<file path="src/rtl/fingertip_to_mouse_converter_assert.svh">
// Assertion macros used by the top-level RTL file.
`ifndef FINGERTIP_TO_MOUSE_CONVERTER_ASSERT_SVH
`define FINGERTIP_TO_MOUSE_CONVERTER_ASSERT_SVH

// The consequent must hold in the same cycle as the antecedent.
`define FTM_ASSERT_IMPLY(label, clk, rst_n, ante, cons, msg) \
    label: assert property (@(posedge clk) disable iff (!rst_n) (ante) |-> (cons)) \
        else $error(msg);

// The consequent must hold in the cycle after the antecedent.
`define FTM_ASSERT_NEXT(label, clk, rst_n, ante, cons, msg) \
    label: assert property (@(posedge clk) disable iff (!rst_n) (ante) |=> (cons)) \
        else $error(msg);

`endif

</file>
<file path="src/rtl/ftm_pkg.sv">
package ftm_pkg;

    localparam int POS_W      = 16;
    localparam int CNT_W      = 4;
    localparam int GAIN_W     = 8;
    localparam int WIN_W      = 4;
    localparam int DIFF_W     = POS_W + 1;
    localparam int ENT_W      = 26;
    localparam int FRAC_SH    = 8;
    localparam int IN_W       = 104;
    localparam int OUT_W      = 72;
    localparam int CFG_IDX_W  = 3;
    localparam int CFG_DATA_W = 16;

    typedef enum logic [CFG_IDX_W-1:0] {
        REG_MOVE_GAIN     = 3'd0,
        REG_SCROLL_GAIN   = 3'd1,
        REG_MOVE_WINDOW   = 3'd2,
        REG_SCROLL_WINDOW = 3'd3,
        REG_HOVER_LIMIT   = 3'd4,
        REG_CLICK_PREPARE = 3'd5,
        REG_CLICK_PRESS   = 3'd6,
        REG_CLICK_RELEASE = 3'd7
    } t_cfg_reg;

    localparam logic [CNT_W-1:0] CNT_NONE = 4'd0;
    localparam logic [CNT_W-1:0] CNT_ONE  = 4'd1;
    localparam logic [CNT_W-1:0] CNT_TWO  = 4'd2;
    localparam logic [CNT_W-1:0] CNT_FIVE = 4'd5;

    localparam logic [GAIN_W-1:0]       RST_MOVE_GAIN     = 8'd48;
    localparam logic [GAIN_W-1:0]       RST_SCROLL_GAIN   = 8'd16;
    localparam logic [WIN_W-1:0]        RST_MOVE_WINDOW   = 4'd5;
    localparam logic [WIN_W-1:0]        RST_SCROLL_WINDOW = 4'd3;
    localparam logic signed [POS_W-1:0] RST_HOVER_LIMIT   = 16'sd320;
    localparam logic signed [POS_W-1:0] RST_CLICK_PREPARE = -16'sd640;
    localparam logic signed [POS_W-1:0] RST_CLICK_PRESS   = -16'sd800;
    localparam logic signed [POS_W-1:0] RST_CLICK_RELEASE = -16'sd640;

    localparam logic signed [POS_W-1:0] SCROLL_DEPTH_LIMIT = -16'sd640;

    localparam logic signed [POS_W-1:0] SAT_POS = 16'sh7FFF;
    localparam logic signed [POS_W-1:0] SAT_NEG = 16'sh8000;
    localparam int SAT_POS_MAG = 32767;
    localparam int SAT_NEG_MAG = 32768;

    typedef struct packed {
        logic signed [ENT_W-1:0] dy;
        logic signed [ENT_W-1:0] dx;
    } t_entry;

    typedef struct packed {
        logic rd_en;
        logic wr_en;
        logic clear;
    } t_win_ctl;

    typedef struct packed {
        logic                    click;
        logic                    move_valid;
        logic signed [POS_W-1:0] move_dx;
        logic signed [POS_W-1:0] move_dy;
        logic                    wheel_valid;
        logic signed [POS_W-1:0] wheel_vert;
        logic signed [POS_W-1:0] wheel_horiz;
    } t_result;

endpackage

</file>
<file path="src/rtl/fingertip_to_mouse_converter.sv">
// Channel   Direction  Data bits (lowest first)
// s_axis    in         finger_count, tip_x, tip_y, tip_z, tip2_x, tip2_y, tip2_z
// m_axis    out        click_pulse, move_valid, move_dx, move_dy, wheel_valid,
//                      wheel_vert, wheel_horiz, sync_pulse
// cfg       in         register index and write data, one write per enabled cycle
//
// In a request that issues a move or wheel step, the window shift runs one memory entry
// per cycle over the effective window length and the shared divider retires two quotient
// bits per cycle. Other requests skip both.
// One request is processed at a time; the next is taken while a result waits.
// Reset is synchronous and clears the window valid bits at once, without a sweep.
module fingertip_to_mouse_converter #(
    parameter int MAX_WINDOW = 8
) (
    input  logic                                i_clk,
    input  logic                                i_rst_n,
    input  logic                                s_axis_tvalid,
    output logic                                s_axis_tready,
    // finger_count, tip_x, tip_y, tip_z, tip2_x, tip2_y, tip2_z
    input  logic [ftm_pkg::IN_W-1:0]            s_axis_tdata,
    output logic                                m_axis_tvalid,
    input  logic                                m_axis_tready,
    // click_pulse, move_valid, move_dx, move_dy, wheel_valid, wheel_vert,
    // wheel_horiz, sync_pulse
    output logic [ftm_pkg::OUT_W-1:0]           m_axis_tdata,
    input  logic                                i_cfg_wr_en,
    input  logic [ftm_pkg::CFG_IDX_W-1:0]       i_cfg_index,
    input  logic [ftm_pkg::CFG_DATA_W-1:0]      i_cfg_data
);

    `include "fingertip_to_mouse_converter_assert.svh"

    localparam int AW  = (MAX_WINDOW > 1) ? $clog2(MAX_WINDOW) : 1;
    localparam int WCW = $clog2(MAX_WINDOW + 1);
    localparam int SW  = ftm_pkg::ENT_W + $clog2(MAX_WINDOW);
    localparam int MW  = SW + 1;
    localparam int DW  = MW - ftm_pkg::FRAC_SH;
    localparam int PW  = ftm_pkg::POS_W;

    typedef enum logic [9:0] {
        S_IDLE   = 10'b0000000001,
        S_EVAL   = 10'b0000000010,
        S_MUL    = 10'b0000000100,
        S_CHECK  = 10'b0000001000,
        S_SHIFT0 = 10'b0000010000,
        S_SHIFT  = 10'b0000100000,
        S_PUSH   = 10'b0001000000,
        S_DIVGO  = 10'b0010000000,
        S_DIV    = 10'b0100000000,
        S_DONE   = 10'b1000000000
    } t_state;

    function automatic logic signed [PW-1:0] sat(logic neg, logic [DW-1:0] q);
        logic signed [PW-1:0] res;
        if (neg) begin
            if (q > DW'(ftm_pkg::SAT_NEG_MAG)) res = ftm_pkg::SAT_NEG;
            else res = PW'(-q);
        end else begin
            if (q > DW'(ftm_pkg::SAT_POS_MAG)) res = ftm_pkg::SAT_POS;
            else res = PW'(q);
        end
        return res;
    endfunction

    t_state r_state;
    t_state n_state;

    logic [ftm_pkg::GAIN_W-1:0] r_move_gain;
    logic [ftm_pkg::GAIN_W-1:0] r_scroll_gain;
    logic [ftm_pkg::WIN_W-1:0]  r_move_window;
    logic [ftm_pkg::WIN_W-1:0]  r_scroll_window;
    logic signed [PW-1:0]       r_hover_limit;
    logic signed [PW-1:0]       r_click_prepare;
    logic signed [PW-1:0]       r_click_press;
    logic signed [PW-1:0]       r_click_release;

    logic signed [PW-1:0] r_ref_x;
    logic signed [PW-1:0] r_ref_y;
    logic signed [PW-1:0] r_last_depth;
    logic                 r_ptr_restart;
    logic                 r_scr_restart;
    logic                 r_click_latched;
    logic                 r_out_valid;

    logic [ftm_pkg::CNT_W-1:0] r_cnt_in;
    logic signed [PW-1:0]      r_tx;
    logic signed [PW-1:0]      r_ty;
    logic signed [PW-1:0]      r_tz;
    logic signed [PW-1:0]      r_t2x;
    logic signed [PW-1:0]      r_t2y;
    logic signed [PW-1:0]      r_t2z;

    logic                                 r_mode_scroll;
    logic signed [ftm_pkg::DIFF_W-1:0]    r_dx_diff;
    logic signed [ftm_pkg::DIFF_W-1:0]    r_dy_diff;
    logic signed [ftm_pkg::ENT_W-1:0]     r_cdx;
    logic signed [ftm_pkg::ENT_W-1:0]     r_cdy;
    logic [WCW-1:0]                       r_w;
    logic [AW-1:0]                        r_rd;
    logic signed [SW-1:0]                 r_acc_x;
    logic signed [SW-1:0]                 r_acc_y;
    logic signed [SW-1:0]                 r_sum_x;
    logic signed [SW-1:0]                 r_sum_y;
    logic                                 r_neg_x;
    logic                                 r_neg_y;
    ftm_pkg::t_result                     r_res;
    ftm_pkg::t_result                     r_out;

    logic is_rst;
    logic is_ptr;
    logic is_scr;
    logic signed [ftm_pkg::DIFF_W-1:0] sum_x;
    logic signed [ftm_pkg::DIFF_W-1:0] sum_y;
    logic signed [ftm_pkg::DIFF_W-1:0] sum_z;
    logic signed [PW-1:0] sel_x;
    logic signed [PW-1:0] sel_y;
    logic signed [PW-1:0] sel_z;
    logic signed [PW-1:0] ref_ex;
    logic signed [PW-1:0] ref_ey;
    logic signed [ftm_pkg::DIFF_W-1:0] diff_x;
    logic signed [ftm_pkg::DIFF_W-1:0] diff_y;
    logic hover_hit;
    logic restart;
    logic depth_new;
    logic ptr_dip;
    logic ptr_press;
    logic latch_mid;
    logic latch_rel;
    logic ptr_move;
    logic scr_move;
    logic go_mul;
    logic nz;
    logic out_free;

    logic [ftm_pkg::GAIN_W-1:0]       gain;
    logic signed [ftm_pkg::ENT_W-1:0] gain_s;
    logic signed [ftm_pkg::ENT_W-1:0] dxe;
    logic signed [ftm_pkg::ENT_W-1:0] dye;
    logic signed [ftm_pkg::ENT_W-1:0] prod_x;
    logic signed [ftm_pkg::ENT_W-1:0] prod_y;
    logic [ftm_pkg::WIN_W-1:0]        win_raw;
    logic [WCW-1:0]                   w_eff;
    logic [AW-1:0]                    last_idx;

    logic signed [MW-1:0] sx_ext;
    logic signed [MW-1:0] sy_ext;
    logic [MW-1:0]        mag_x;
    logic [MW-1:0]        mag_y;
    logic [MW-1:0]        round_add;
    logic [MW-1:0]        num_x;
    logic [MW-1:0]        num_y;

    ftm_pkg::t_win_ctl win_ctl;
    logic [AW-1:0]     win_rd_addr;
    logic [AW-1:0]     win_wr_addr;
    ftm_pkg::t_entry   win_wr_data;
    ftm_pkg::t_entry   win_rd_data;

    logic          div_start;
    logic          div_done;
    logic [DW-1:0] quot_x;
    logic [DW-1:0] quot_y;

    always_comb begin
        is_rst = (r_cnt_in == ftm_pkg::CNT_NONE) || (r_cnt_in == ftm_pkg::CNT_FIVE);
        is_ptr = (r_cnt_in == ftm_pkg::CNT_ONE);
        is_scr = (r_cnt_in == ftm_pkg::CNT_TWO);
        sum_x  = ftm_pkg::DIFF_W'(r_tx) + ftm_pkg::DIFF_W'(r_t2x);
        sum_y  = ftm_pkg::DIFF_W'(r_ty) + ftm_pkg::DIFF_W'(r_t2y);
        sum_z  = ftm_pkg::DIFF_W'(r_tz) + ftm_pkg::DIFF_W'(r_t2z);
        sel_x  = is_scr ? sum_x[PW:1] : r_tx;
        sel_y  = is_scr ? sum_y[PW:1] : r_ty;
        sel_z  = is_scr ? sum_z[PW:1] : r_tz;
        hover_hit = sel_z > r_hover_limit;
        restart   = is_scr ? r_scr_restart : r_ptr_restart;
        ref_ex    = restart ? sel_x : r_ref_x;
        ref_ey    = restart ? sel_y : r_ref_y;
        diff_x    = ftm_pkg::DIFF_W'(sel_x) - ftm_pkg::DIFF_W'(ref_ex);
        diff_y    = ftm_pkg::DIFF_W'(ref_ey) - ftm_pkg::DIFF_W'(sel_y);
        depth_new = sel_z != r_last_depth;
        ptr_dip   = (sel_z < r_click_prepare) && depth_new;
        ptr_press = ptr_dip && (sel_z < r_click_press) && !r_click_latched;
        latch_mid = r_click_latched || ptr_press;
        latch_rel = (sel_z > r_click_release) && latch_mid;
        ptr_move  = sel_z > r_click_prepare;
        scr_move  = depth_new && (sel_z < ftm_pkg::SCROLL_DEPTH_LIMIT);
        go_mul    = !hover_hit && ((is_ptr && ptr_move) || (is_scr && scr_move));
        nz        = r_mode_scroll ? (r_cdy != '0) : ((r_cdx != '0) || (r_cdy != '0));
        out_free  = !r_out_valid || m_axis_tready;
    end

    always_comb begin
        gain   = r_mode_scroll ? r_scroll_gain : r_move_gain;
        gain_s = $signed(ftm_pkg::ENT_W'(gain));
        dxe    = ftm_pkg::ENT_W'(r_dx_diff);
        dye    = ftm_pkg::ENT_W'(r_dy_diff);
        prod_x = dxe * gain_s;
        prod_y = dye * gain_s;
    end

    always_comb begin
        win_raw = r_mode_scroll ? r_scroll_window : r_move_window;
        if (win_raw == '0) begin
            w_eff = WCW'(1);
        end else if (int'(win_raw) > MAX_WINDOW) begin
            w_eff = WCW'(MAX_WINDOW);
        end else begin
            w_eff = WCW'(win_raw);
        end
        last_idx = AW'(r_w - WCW'(1));
    end

    always_comb begin
        sx_ext    = MW'(r_sum_x);
        sy_ext    = MW'(r_sum_y);
        mag_x     = r_sum_x[SW-1] ? MW'(-sx_ext) : MW'(sx_ext);
        mag_y     = r_sum_y[SW-1] ? MW'(-sy_ext) : MW'(sy_ext);
        round_add = r_mode_scroll ? (MW'(r_w) << (ftm_pkg::FRAC_SH - 1)) : '0;
        num_x     = mag_x + round_add;
        num_y     = mag_y + round_add;
    end

    always_comb begin
        win_ctl       = '0;
        win_rd_addr   = '0;
        win_wr_addr   = '0;
        win_wr_data   = win_rd_data;
        win_ctl.clear = (r_state == S_EVAL) && !hover_hit && restart && (is_ptr || is_scr);
        case (r_state)
            S_SHIFT0: begin
                win_ctl.rd_en = (r_w != WCW'(1));
                win_rd_addr   = AW'(1);
            end
            S_SHIFT: begin
                win_ctl.rd_en = (r_rd != last_idx);
                win_rd_addr   = r_rd + AW'(1);
                win_ctl.wr_en = 1'b1;
                win_wr_addr   = r_rd - AW'(1);
            end
            S_PUSH: begin
                win_ctl.wr_en  = 1'b1;
                win_wr_addr    = last_idx;
                win_wr_data.dx = r_cdx;
                win_wr_data.dy = r_cdy;
            end
            default: ;
        endcase
    end

    assign div_start = (r_state == S_DIVGO);

    always_comb begin
        n_state = r_state;
        case (r_state)
            S_IDLE:   if (s_axis_tvalid) n_state = S_EVAL;
            S_EVAL:   n_state = go_mul ? S_MUL : S_DONE;
            S_MUL:    n_state = S_CHECK;
            S_CHECK:  n_state = nz ? S_SHIFT0 : S_DONE;
            S_SHIFT0: n_state = (r_w == WCW'(1)) ? S_PUSH : S_SHIFT;
            S_SHIFT:  if (r_rd == last_idx) n_state = S_PUSH;
            S_PUSH:   n_state = S_DIVGO;
            S_DIVGO:  n_state = S_DIV;
            S_DIV:    if (div_done) n_state = S_DONE;
            S_DONE:   if (out_free) n_state = S_IDLE;
            default:  n_state = S_IDLE;
        endcase
    end

    always_ff @(posedge i_clk) begin
        if (!i_rst_n) begin
            r_state         <= S_IDLE;
            r_move_gain     <= ftm_pkg::RST_MOVE_GAIN;
            r_scroll_gain   <= ftm_pkg::RST_SCROLL_GAIN;
            r_move_window   <= ftm_pkg::RST_MOVE_WINDOW;
            r_scroll_window <= ftm_pkg::RST_SCROLL_WINDOW;
            r_hover_limit   <= ftm_pkg::RST_HOVER_LIMIT;
            r_click_prepare <= ftm_pkg::RST_CLICK_PREPARE;
            r_click_press   <= ftm_pkg::RST_CLICK_PRESS;
            r_click_release <= ftm_pkg::RST_CLICK_RELEASE;
            r_ref_x         <= '0;
            r_ref_y         <= '0;
            r_last_depth    <= '0;
            r_ptr_restart   <= 1'b1;
            r_scr_restart   <= 1'b1;
            r_click_latched <= 1'b0;
            r_out_valid     <= 1'b0;
        end else begin
            r_state <= n_state;
            if (i_cfg_wr_en) begin
                case (ftm_pkg::t_cfg_reg'(i_cfg_index))
                    ftm_pkg::REG_MOVE_GAIN:     r_move_gain     <= i_cfg_data[ftm_pkg::GAIN_W-1:0];
                    ftm_pkg::REG_SCROLL_GAIN:   r_scroll_gain   <= i_cfg_data[ftm_pkg::GAIN_W-1:0];
                    ftm_pkg::REG_MOVE_WINDOW:   r_move_window   <= i_cfg_data[ftm_pkg::WIN_W-1:0];
                    ftm_pkg::REG_SCROLL_WINDOW: r_scroll_window <= i_cfg_data[ftm_pkg::WIN_W-1:0];
                    ftm_pkg::REG_HOVER_LIMIT:   r_hover_limit   <= i_cfg_data;
                    ftm_pkg::REG_CLICK_PREPARE: r_click_prepare <= i_cfg_data;
                    ftm_pkg::REG_CLICK_PRESS:   r_click_press   <= i_cfg_data;
                    ftm_pkg::REG_CLICK_RELEASE: r_click_release <= i_cfg_data;
                    default: ;
                endcase
            end
            if ((r_state == S_DONE) && out_free) begin
                r_out_valid <= 1'b1;
            end else if (m_axis_tready) begin
                r_out_valid <= 1'b0;
            end
            if (r_state == S_EVAL) begin
                if (is_rst) begin
                    r_ptr_restart <= 1'b1;
                    r_scr_restart <= 1'b1;
                end else if (is_ptr) begin
                    r_scr_restart <= 1'b1;
                    if (hover_hit) begin
                        r_ptr_restart <= 1'b1;
                    end else begin
                        r_ptr_restart <= 1'b0;
                        if (restart || ptr_move) begin
                            r_ref_x <= sel_x;
                            r_ref_y <= sel_y;
                        end
                        if (ptr_dip) begin
                            r_last_depth <= sel_z;
                        end
                        r_click_latched <= latch_mid && !latch_rel;
                    end
                end else if (is_scr) begin
                    r_ptr_restart <= 1'b1;
                    if (hover_hit) begin
                        r_scr_restart <= 1'b1;
                    end else begin
                        r_scr_restart <= 1'b0;
                        if (restart || scr_move) begin
                            r_ref_x <= sel_x;
                            r_ref_y <= sel_y;
                        end
                        if (depth_new) begin
                            r_last_depth <= sel_z;
                        end
                    end
                end
            end
        end
    end

    always_ff @(posedge i_clk) begin
        if (s_axis_tvalid && s_axis_tready) begin
            r_cnt_in <= s_axis_tdata[3:0];
            r_tx     <= s_axis_tdata[19:4];
            r_ty     <= s_axis_tdata[35:20];
            r_tz     <= s_axis_tdata[51:36];
            r_t2x    <= s_axis_tdata[67:52];
            r_t2y    <= s_axis_tdata[83:68];
            r_t2z    <= s_axis_tdata[99:84];
        end
        if ((r_state == S_DONE) && out_free) begin
            r_out <= r_res;
        end
        case (r_state)
            S_EVAL: begin
                r_res         <= '0;
                r_res.click   <= is_ptr && !hover_hit && ptr_press;
                r_dx_diff     <= diff_x;
                r_dy_diff     <= diff_y;
                r_mode_scroll <= is_scr;
            end
            S_MUL: begin
                r_cdx <= prod_x;
                r_cdy <= prod_y;
            end
            S_CHECK: begin
                r_w <= w_eff;
                if (nz) begin
                    r_res.move_valid  <= !r_mode_scroll;
                    r_res.wheel_valid <= r_mode_scroll;
                end
            end
            S_SHIFT0: begin
                r_acc_x <= '0;
                r_acc_y <= '0;
                r_rd    <= AW'(1);
            end
            S_SHIFT: begin
                r_acc_x <= r_acc_x + SW'(win_rd_data.dx);
                r_acc_y <= r_acc_y + SW'(win_rd_data.dy);
                r_rd    <= r_rd + AW'(1);
            end
            S_PUSH: begin
                r_sum_x <= r_acc_x + SW'(r_cdx);
                r_sum_y <= r_acc_y + SW'(r_cdy);
            end
            S_DIVGO: begin
                r_neg_x <= r_sum_x[SW-1];
                r_neg_y <= r_sum_y[SW-1];
            end
            S_DIV: begin
                if (div_done) begin
                    if (r_mode_scroll) begin
                        r_res.wheel_horiz <= sat(r_neg_x, quot_x);
                        r_res.wheel_vert  <= sat(r_neg_y, quot_y);
                    end else begin
                        r_res.move_dx <= sat(r_neg_x, quot_x);
                        r_res.move_dy <= sat(r_neg_y, quot_y);
                    end
                end
            end
            default: ;
        endcase
    end

    ftm_win_mem #(
        .DEPTH (MAX_WINDOW),
        .AW    (AW)
    ) u_win_mem (
        .i_clk     (i_clk),
        .i_rst_n   (i_rst_n),
        .i_ctl     (win_ctl),
        .i_rd_addr (win_rd_addr),
        .i_wr_addr (win_wr_addr),
        .i_wr_data (win_wr_data),
        .o_rd_data (win_rd_data)
    );

    ftm_div #(
        .DW (DW),
        .VW (WCW)
    ) u_div (
        .i_clk    (i_clk),
        .i_rst_n  (i_rst_n),
        .i_start  (div_start),
        .i_dvd_a  (num_x[MW-1:ftm_pkg::FRAC_SH]),
        .i_dvd_b  (num_y[MW-1:ftm_pkg::FRAC_SH]),
        .i_dvs    (r_w),
        .o_done   (div_done),
        .o_quot_a (quot_x),
        .o_quot_b (quot_y)
    );

    assign s_axis_tready = (r_state == S_IDLE);
    assign m_axis_tvalid = r_out_valid;
    assign m_axis_tdata  = {4'b0000,
                            r_out.click || r_out.move_valid || r_out.wheel_valid,
                            r_out.wheel_horiz, r_out.wheel_vert, r_out.wheel_valid,
                            r_out.move_dy, r_out.move_dx, r_out.move_valid, r_out.click};

    `FTM_ASSERT_NEXT(a_accept_eval, i_clk, i_rst_n, s_axis_tvalid && s_axis_tready, r_state == S_EVAL, "accepted request did not enter evaluation")
    `FTM_ASSERT_IMPLY(a_div_in_state, i_clk, i_rst_n, div_done, r_state == S_DIV, "divider finished outside the divide state")
    `FTM_ASSERT_IMPLY(a_shift_bound, i_clk, i_rst_n, r_state == S_SHIFT, WCW'(r_rd) < r_w, "window read beyond the effective window")
    `FTM_ASSERT_NEXT(a_result_shown, i_clk, i_rst_n, (r_state == S_DONE) && out_free, m_axis_tvalid, "finished result not presented")

endmodule

</file>
<file path="src/rtl/ftm_win_mem.sv">
module ftm_win_mem #(
    parameter int DEPTH = 8,
    parameter int AW    = 3
) (
    input  logic              i_clk,
    input  logic              i_rst_n,
    input  ftm_pkg::t_win_ctl i_ctl,
    input  logic [AW-1:0]     i_rd_addr,
    input  logic [AW-1:0]     i_wr_addr,
    input  ftm_pkg::t_entry   i_wr_data,
    output ftm_pkg::t_entry   o_rd_data
);

    ftm_pkg::t_entry r_mem [DEPTH];
    ftm_pkg::t_entry r_rd_data;
    logic [DEPTH-1:0] r_valid;
    logic             r_rd_ok;

    always_ff @(posedge i_clk) begin
        if (i_ctl.wr_en) begin
            r_mem[i_wr_addr] <= i_wr_data;
        end
        if (i_ctl.rd_en) begin
            r_rd_data <= r_mem[i_rd_addr];
        end
    end

    // An entry that was never written since the last clear reads as zero.
    always_ff @(posedge i_clk) begin
        if (!i_rst_n) begin
            r_valid <= '0;
            r_rd_ok <= 1'b0;
        end else begin
            if (i_ctl.clear) begin
                r_valid <= '0;
            end else if (i_ctl.wr_en) begin
                r_valid[i_wr_addr] <= 1'b1;
            end
            if (i_ctl.rd_en) begin
                r_rd_ok <= r_valid[i_rd_addr];
            end
        end
    end

    assign o_rd_data = r_rd_ok ? r_rd_data : '0;

endmodule

</file>
<file path="src/rtl/ftm_div.sv">
module ftm_div #(
    parameter int DW = 22,
    parameter int VW = 4
) (
    input  logic          i_clk,
    input  logic          i_rst_n,
    input  logic          i_start,
    input  logic [DW-1:0] i_dvd_a,
    input  logic [DW-1:0] i_dvd_b,
    input  logic [VW-1:0] i_dvs,
    output logic          o_done,
    output logic [DW-1:0] o_quot_a,
    output logic [DW-1:0] o_quot_b
);

    localparam int DWE   = DW + (DW % 2);
    localparam int STEPS = DWE / 2;
    localparam int SCW   = $clog2(STEPS + 1);

    typedef struct packed {
        logic [VW:0]    rem;
        logic [DWE-1:0] quo;
    } t_lane;

    // Two restoring steps per cycle; quotient bits fill the dividend from the bottom.
    function automatic t_lane radix4(t_lane cur, logic [VW-1:0] dvs);
        t_lane       nx;
        logic [VW:0] trial;
        nx = cur;
        for (int k = 0; k < 2; k++) begin
            trial  = {nx.rem[VW-1:0], nx.quo[DWE-1]};
            nx.quo = {nx.quo[DWE-2:0], 1'b0};
            if (trial >= {1'b0, dvs}) begin
                nx.rem    = trial - {1'b0, dvs};
                nx.quo[0] = 1'b1;
            end else begin
                nx.rem = trial;
            end
        end
        return nx;
    endfunction

    t_lane          r_a;
    t_lane          r_b;
    logic [VW-1:0]  r_dvs;
    logic [SCW-1:0] r_cnt;
    logic           r_busy;
    logic           r_done;

    always_ff @(posedge i_clk) begin
        if (!i_rst_n) begin
            r_busy <= 1'b0;
            r_cnt  <= '0;
            r_done <= 1'b0;
        end else begin
            r_done <= 1'b0;
            if (i_start) begin
                r_busy <= 1'b1;
                r_cnt  <= SCW'(STEPS);
            end else if (r_busy) begin
                r_cnt <= r_cnt - SCW'(1);
                if (r_cnt == SCW'(1)) begin
                    r_busy <= 1'b0;
                    r_done <= 1'b1;
                end
            end
        end
    end

    always_ff @(posedge i_clk) begin
        if (i_start) begin
            r_a.rem <= '0;
            r_a.quo <= DWE'(i_dvd_a);
            r_b.rem <= '0;
            r_b.quo <= DWE'(i_dvd_b);
            r_dvs   <= i_dvs;
        end else if (r_busy) begin
            r_a <= radix4(r_a, r_dvs);
            r_b <= radix4(r_b, r_dvs);
        end
    end

    assign o_done   = r_done;
    assign o_quot_a = r_a.quo[DW-1:0];
    assign o_quot_b = r_b.quo[DW-1:0];

endmodule

</file>
<file path="config.mk">
export PLATFORM = sky130hd
export DESIGN_NAME = fingertip_to_mouse_converter
export DESIGN_NICKNAME = d
export VERILOG_FILES = /design/src/rtl/ftm_pkg.sv /design/src/rtl/fingertip_to_mouse_converter.sv /design/src/rtl/ftm_win_mem.sv /design/src/rtl/ftm_div.sv
export VERILOG_INCLUDE_DIRS = /design/src /design/src/rtl
export SDC_FILE = /design/constraint.sdc
export NUM_CORES = 2
export LEC_CHECK = 0
export BUFFER_PORTS_ARGS = -buffer_cell sky130_fd_sc_hd__buf_2
export CORE_ASPECT_RATIO = 1.1
export CORE_MARGIN = 5
export CORE_UTILIZATION = 41
export CTS_BUF_LIST = sky130_fd_sc_hd__clkbuf_16
export CTS_CLUSTER_SIZE = 25
export DETAILED_ROUTE_END_ITERATION = 12
export PLACE_DENSITY_LB_ADDON = 0.2
export RECOVER_POWER = 100
export SLEW_MARGIN = 40
export SYNTH_ARGS = -nofsm -noshare
export SYNTH_HDL_FRONTEND = slang
export SYNTH_HIERARCHICAL = 1
export SYNTH_SLANG_ARGS = --single-unit
</file>
<file path="constraint.sdc">
create_clock -name i_clk -period 10.3 [get_ports i_clk]
set_clock_uncertainty 0.2 [all_clocks]
set_input_delay 0 -clock i_clk [delete_from_list [all_inputs] [get_ports i_clk]]
set_output_delay 0 -clock i_clk [all_outputs]
set_load 0.05 [all_outputs]
</file>
### Word level (Yosys, flattened, before mapping)

Memory sizes are Yosys's and may differ from the RTL's. A register that Yosys moved wholly into a read port is not among the register bits.
Cells that the tools add are included.
W data, S select, Z words.

* bits in writable memories: 416
* logic and storage cells: 314
* memories: 1
* input port bits: 128
* register bits after elaboration: 667
* output and inout port bits: 74

* magnitude comparators: 18
* multiplexer cells: 101
* reduce and logical (&&, ||, !) cells: 67
* add/subtract/negate cells: 23
* equal/unequal tests: 35
* bitwise operators: 5
* multiply operators: 2

Memories
* u_win_mem.r_mem: words 8, bits a word 52, read ports 1, clocked after memory_dff 1, write ports 1, RTL line ftm_win_mem.sv:14 `ftm_pkg::t_entry r_mem [DEPTH];`

Operator list (number)
* $mux W16: 29
* $mux W32: 4
* $pmux W32 S2: 2
* $add A29 B26 Y29: 4
* $pmux W29 S2: 2
* $mux W52: 2
* $pmux W10 S10: 1
* $mux W22: 4
* $add A30 B11 Y30: 2
* $mux W10: 6
* $mux W30: 2
* $neg A29 Y30: 2
* $mul A17 B9 Y26: 2
* $reduce_bool A26 Y1: 2
* $add A16 B16 Y17: 3
* $gt A16 B16 Y1: 3
* $mux W4: 12
* $gt A22 B15 Y1 const B: 2
* $gt A22 B16 Y1 const B: 2
* $sub A16 B16 Y17: 2
* $lt A16 B16 Y1: 2
* $neg A16 Y16: 2
* $mux W1: 26
* $ge A5 B4 Y1: 4
* other kinds (52): 129

### Depth between registers and ports, before layout

* depth in word-level cells: 10
* gate-level depth with buffers: 26
* mapped depth without buffers: 24

### Hierarchy

Netlist, hierarchy kept.

By module, submodules not included
* fingertip_to_mouse_converter: seq. area each 16395.7 µm², times used 1, area each 44338.8 µm², cells an instance 4656
* ftm_win_mem: seq. area each 14233.7 µm², times used 1, area each 17908.4 µm², cells an instance 753
* ftm_div: seq. area each 1721.7 µm², times used 1, area each 3702.3 µm², cells an instance 293

### Worst setup path before layout

No wires, ideal clock.

* path type: register -> register
* from: register r_state[6]
* to: memory u_win_mem/r_mem[0][0] (netlist name) (enable)
* library setup time: 0.612 ns
* path buffers: 1
* arrival: 7.071 ns
* clock period less this slack: 7.883 ns
* stages on the path, launching flop included: 7
* data required time: 9.488 ns
* path slack: 2.417 ns
* cell sequence: dfxtp_1 > nor4_1 > nand3_1 > or3b_2 > clkbuf_1 > nand2_1 > nor4b_1

RTL lines
* start, declared: RTL line fingertip_to_mouse_converter.sv:65 `t_state r_state;`
* start signal, assigned: RTL line fingertip_to_mouse_converter.sv:288 `r_state <= n_state;`
* end, declared: RTL line ftm_win_mem.sv:14

### Final worst setup path

* from: register r_state[9]
* to: memory u_win_mem/r_mem[0][30] (netlist name) (enable)

* elaborated cells on any way between the ends: 7
* classes of those cells: eq/ne (2); mux (4); reduce/logical (1)

RTL lines
* $eq A10 B7 Y1 / $eq A10 B6 Y1 (equally long branches): RTL line fingertip_to_mouse_converter.sv:229 `case (r_state)`
* $pmux W3 S2 (*): RTL line fingertip_to_mouse_converter.sv:229
* net win_wr_addr[1]: RTL line fingertip_to_mouse_converter.sv:155 `logic [AW-1:0] win_wr_addr;`

The timed path passes the listed nets; every way through them passes the cells marked *.

==> results.cfg <==
[run_status]
status = finished with violations
violations = max-capacitance violations, max-slew violations

[synthesis]
synth_edf_count = 962
synth_seq_area_share_pct = 49.1
syn_inst = 5702
ys_types = 101
synth_area_per_cell_um2 = 11.6
async_flop_share_pct = 0
ys_ff_latch = 1135
yosys_warnings = 6
syn-cell-area_um2 = 65900
ys.flop_type = edfxtp_1

[power_and_ir_drop]
leakage_uw = 0.0298
power_density_nw_per_um2 = 151
irDropWorstVdd_mv = 0.131

[die]
die_h_um = 431
initial_core_util_pct = 41.2
coreArea_um2 = 160000
num_rows = 154
fp.dieW_um = 392
die_area_um2 = 169000
ios = 202

[placement]
gp_congestion = 0.845
dp_hpwl_mm = 108
io_buffers = 193
pre_cts_slack_ns = 2.98

[sta]
hold_violations = 0
holdWs_ns = 0.201
layout_setup_ws_ns = 1.96
worst_slew_pin_slew_ns = 4.28
min_period_ns = 8.34
maxSlewHeadroom_pct = -185
tns_ns = 0
maxSlewViolCount = 1236
fmax_ghz = 0.120
fin_crit_sh_pct = 80.9
rsz0062_at_grt = no
setup_viol_count_final = 0

[global_routing]
grt_max_degree = 86
grt_remaining_overflow = 0
grt_antenna_before_repair = 6
grt_pass1_vias = 44400
grt_usage_pct = 18.7
grt_pass1_wl_mm = 249

[critical_path]
r2r-end = u_win_mem/r_mem[0][30]
cp.arrival_ns = 8.49
crit_top_cell = clkbuf_1
crit_end = u_win_mem/r_mem[0][30]
r2r_slack_ns = 1.96
cp_top_family = buffers and inverters
cp_cell_sequence = nor2_1, nand3_1, or3b_2, clkbuf_1, o22ai_1, nor4b_1, clkbuf_1, clkbuf_2
cpMaxStageDelayCell = clkbuf_1
cp_max_fo = 71
cp.depth = 8
r2r_cells = 8
reg2reg_from = r_state[9]
critical_path_buf_inv_count = 3
crit_start = r_state[9]
cp-end-kind = flip-flop
crit_path_max_incr_delay_ns = 2.78
cp.required_ns = 10.46
crit_path_start_kind = flip-flop
path_class = reg2reg

[cts]
cts_htree_levels = 4
tritoncts = yes
numCtsBuffers = 130
cts.path.max_buffers = 3
cts.sinks = 1135
clockRootBuffer = clkbuf_16
clk_latency_ns = 0.78
clk_pin_slew_ns = 0.06

[routing]
first_pass_iters = 5
drt-initial-drc-count = 2563
ant_nets = 0
vias = 43800
drc_errors = 0
wl_per_cell_um = 19.0
wirelength_mm = 159
via_per_inst = 5.25

[cells_and_area]
mostFrequentLayoutCells = edfxtp_1, nand2_1, inv_1
fill_cells = 14300
final_common_cell = edfxtp_1
postLayoutCoreUtil_pct = 47.3
final_layout_size_suffix_gt1_share_pct = 9.98
syn_to_final_growth_pct = 14.9
nets = 6873

[run]
maxCapViolations = 25

[worst_hold_path]
min_path_type = in2reg
-- registers in the layout, indices dropped and copies added, names as in the netlist, 22 cells and up --
name                 cells
u_win_mem/r_mem        416
m_axis_tdata            67
r_res                   67
u_win_mem/r_rd_data     52
r_acc_x                 29
r_acc_y                 29
r_sum_x                 29
r_sum_y                 29
r_cdx                   26
r_cdy                   26
u_div/o_quot_a          22
u_div/o_quot_b          22
-- worst min-delay path, cell delays in order --
cell and delay [ns]:
dlygate4sd3_1 0.64, buf_2 0.18, nor2_1 0.09, or3_1 0.17, a21oi_1 0.05
-- final cells by class --
cell class,count,area (µm²),share of cell area [%]
Sequential cell,1135,32400,42.7
Multi-Input combinational cell,3856,30800,40.6
Timing Repair Buffer,526,3930,5.19
Clock buffer,130,3250,4.29
Tap cell,2106,2640,3.48
Inverter,483,1820,2.40
Clock inverter,104,996,1.31
Antenna cell,2,5.00,0.00661
-- how the worst min path moves through the flow --
stage / depth (start not counted) / slack [ns] / startpoint / endpoint
floorplan: 0 / -0.10 / s_axis_tdata[0] / r_cnt_in[0]
global placement: 1 / -0.02 / s_axis_tdata[71] / r_t2y[3]
detailed placement: 1 / -0.02 / s_axis_tdata[22] / r_ty[2]
CTS: 5 / 0.07 / i_cfg_index[1] / r_move_gain[2]
global route: 6 / 0.21 / i_cfg_wr_en / r_move_window[2]
finish: 5 / 0.20 / s_axis_tvalid / r_state[6]
-- metal layers --
metal,up-vias,wire length [µm],GRT usage (%)
met5,-,0,0
met4,0,3980,4.94
met3,216,6610,2.79
met2,847,76900,31.9
met1,21600,71000,25.0
li1,21100,-,-
-- report_power, final --
part / switching (µW) / leakage (µW) / total [µW] / internal (µW)
Clock: 1980 / 0.00216 / 4550 / 2570
Combinational: 1010 / 0.0170 / 1760 / 757
Sequential: 68.5 / 0.0106 / 5170 / 5100
-- metrics by stage --
step                total power [µW]  cell area, µm²  cells
finish                         11500           75800   8342
global route                   12000           75800   8341
CTS                            11600           76200   8338
detailed placement              6950           69300   7843
global placement                6920           69100   7837
floorplan                       6520           66000   5707
-- cells in the mapped netlist (17+ instances only) --
cell type,n,area [µm²]
o21a_1,39,293
o31ai_1,17,128
nand2_1,629,2360
nand4_1,29,181
and3_1,20,125
inv_1,479,1800
xor2_1,113,990
mux2i_1,71,711
mux2_2,107,1200
dfxtp_1,173,3460
edfxtp_1,962,28900
o21ai_0,184,921
nor3b_1,18,135
o21bai_1,27,203
nor2b_1,106,663
nor3_1,89,445
nor4_1,30,188
a21o_1,74,556
nand2b_1,55,344
a211oi_1,44,330
nand3_1,76,380
or3_1,44,275
or2_2,17,106
buf_2,20,100
o211ai_1,40,300
a21oi_1,269,1350
xnor2_1,185,1620
or3b_1,18,158
a31oi_1,46,288
buf_4,49,368
clkbuf_1,145,544
fa_1,231,4620
ha_1,382,4780
and2_1,174,1090
mux4_2,105,2360
nor2_1,370,1390
-- repair_timing --
action | in CTS | in global routing
endpoints found under the hold margin | 311 | 0
hold buffers | 261 | 0
gates resized for setup | 0 | 0
endpoints found under the setup margin | 0 | 0
setup buffers | 0 | 0
-- cell families after synthesis --
family | Yosys count | synth area share, %
DFF | 1135 | 49.1
buffers and inverters | 716 | 4.52
and+or+nand+nor | 1747 | 12.8
AOI/OAI and AO/OA | 902 | 8.78
adders and majority gates | 618 | 14.3
xor gates and xnor gates | 298 | 3.96
other | 1 | 0.00569
muxes | 285 | 6.54
Note: power is estimated with default switching activity, not from simulation.
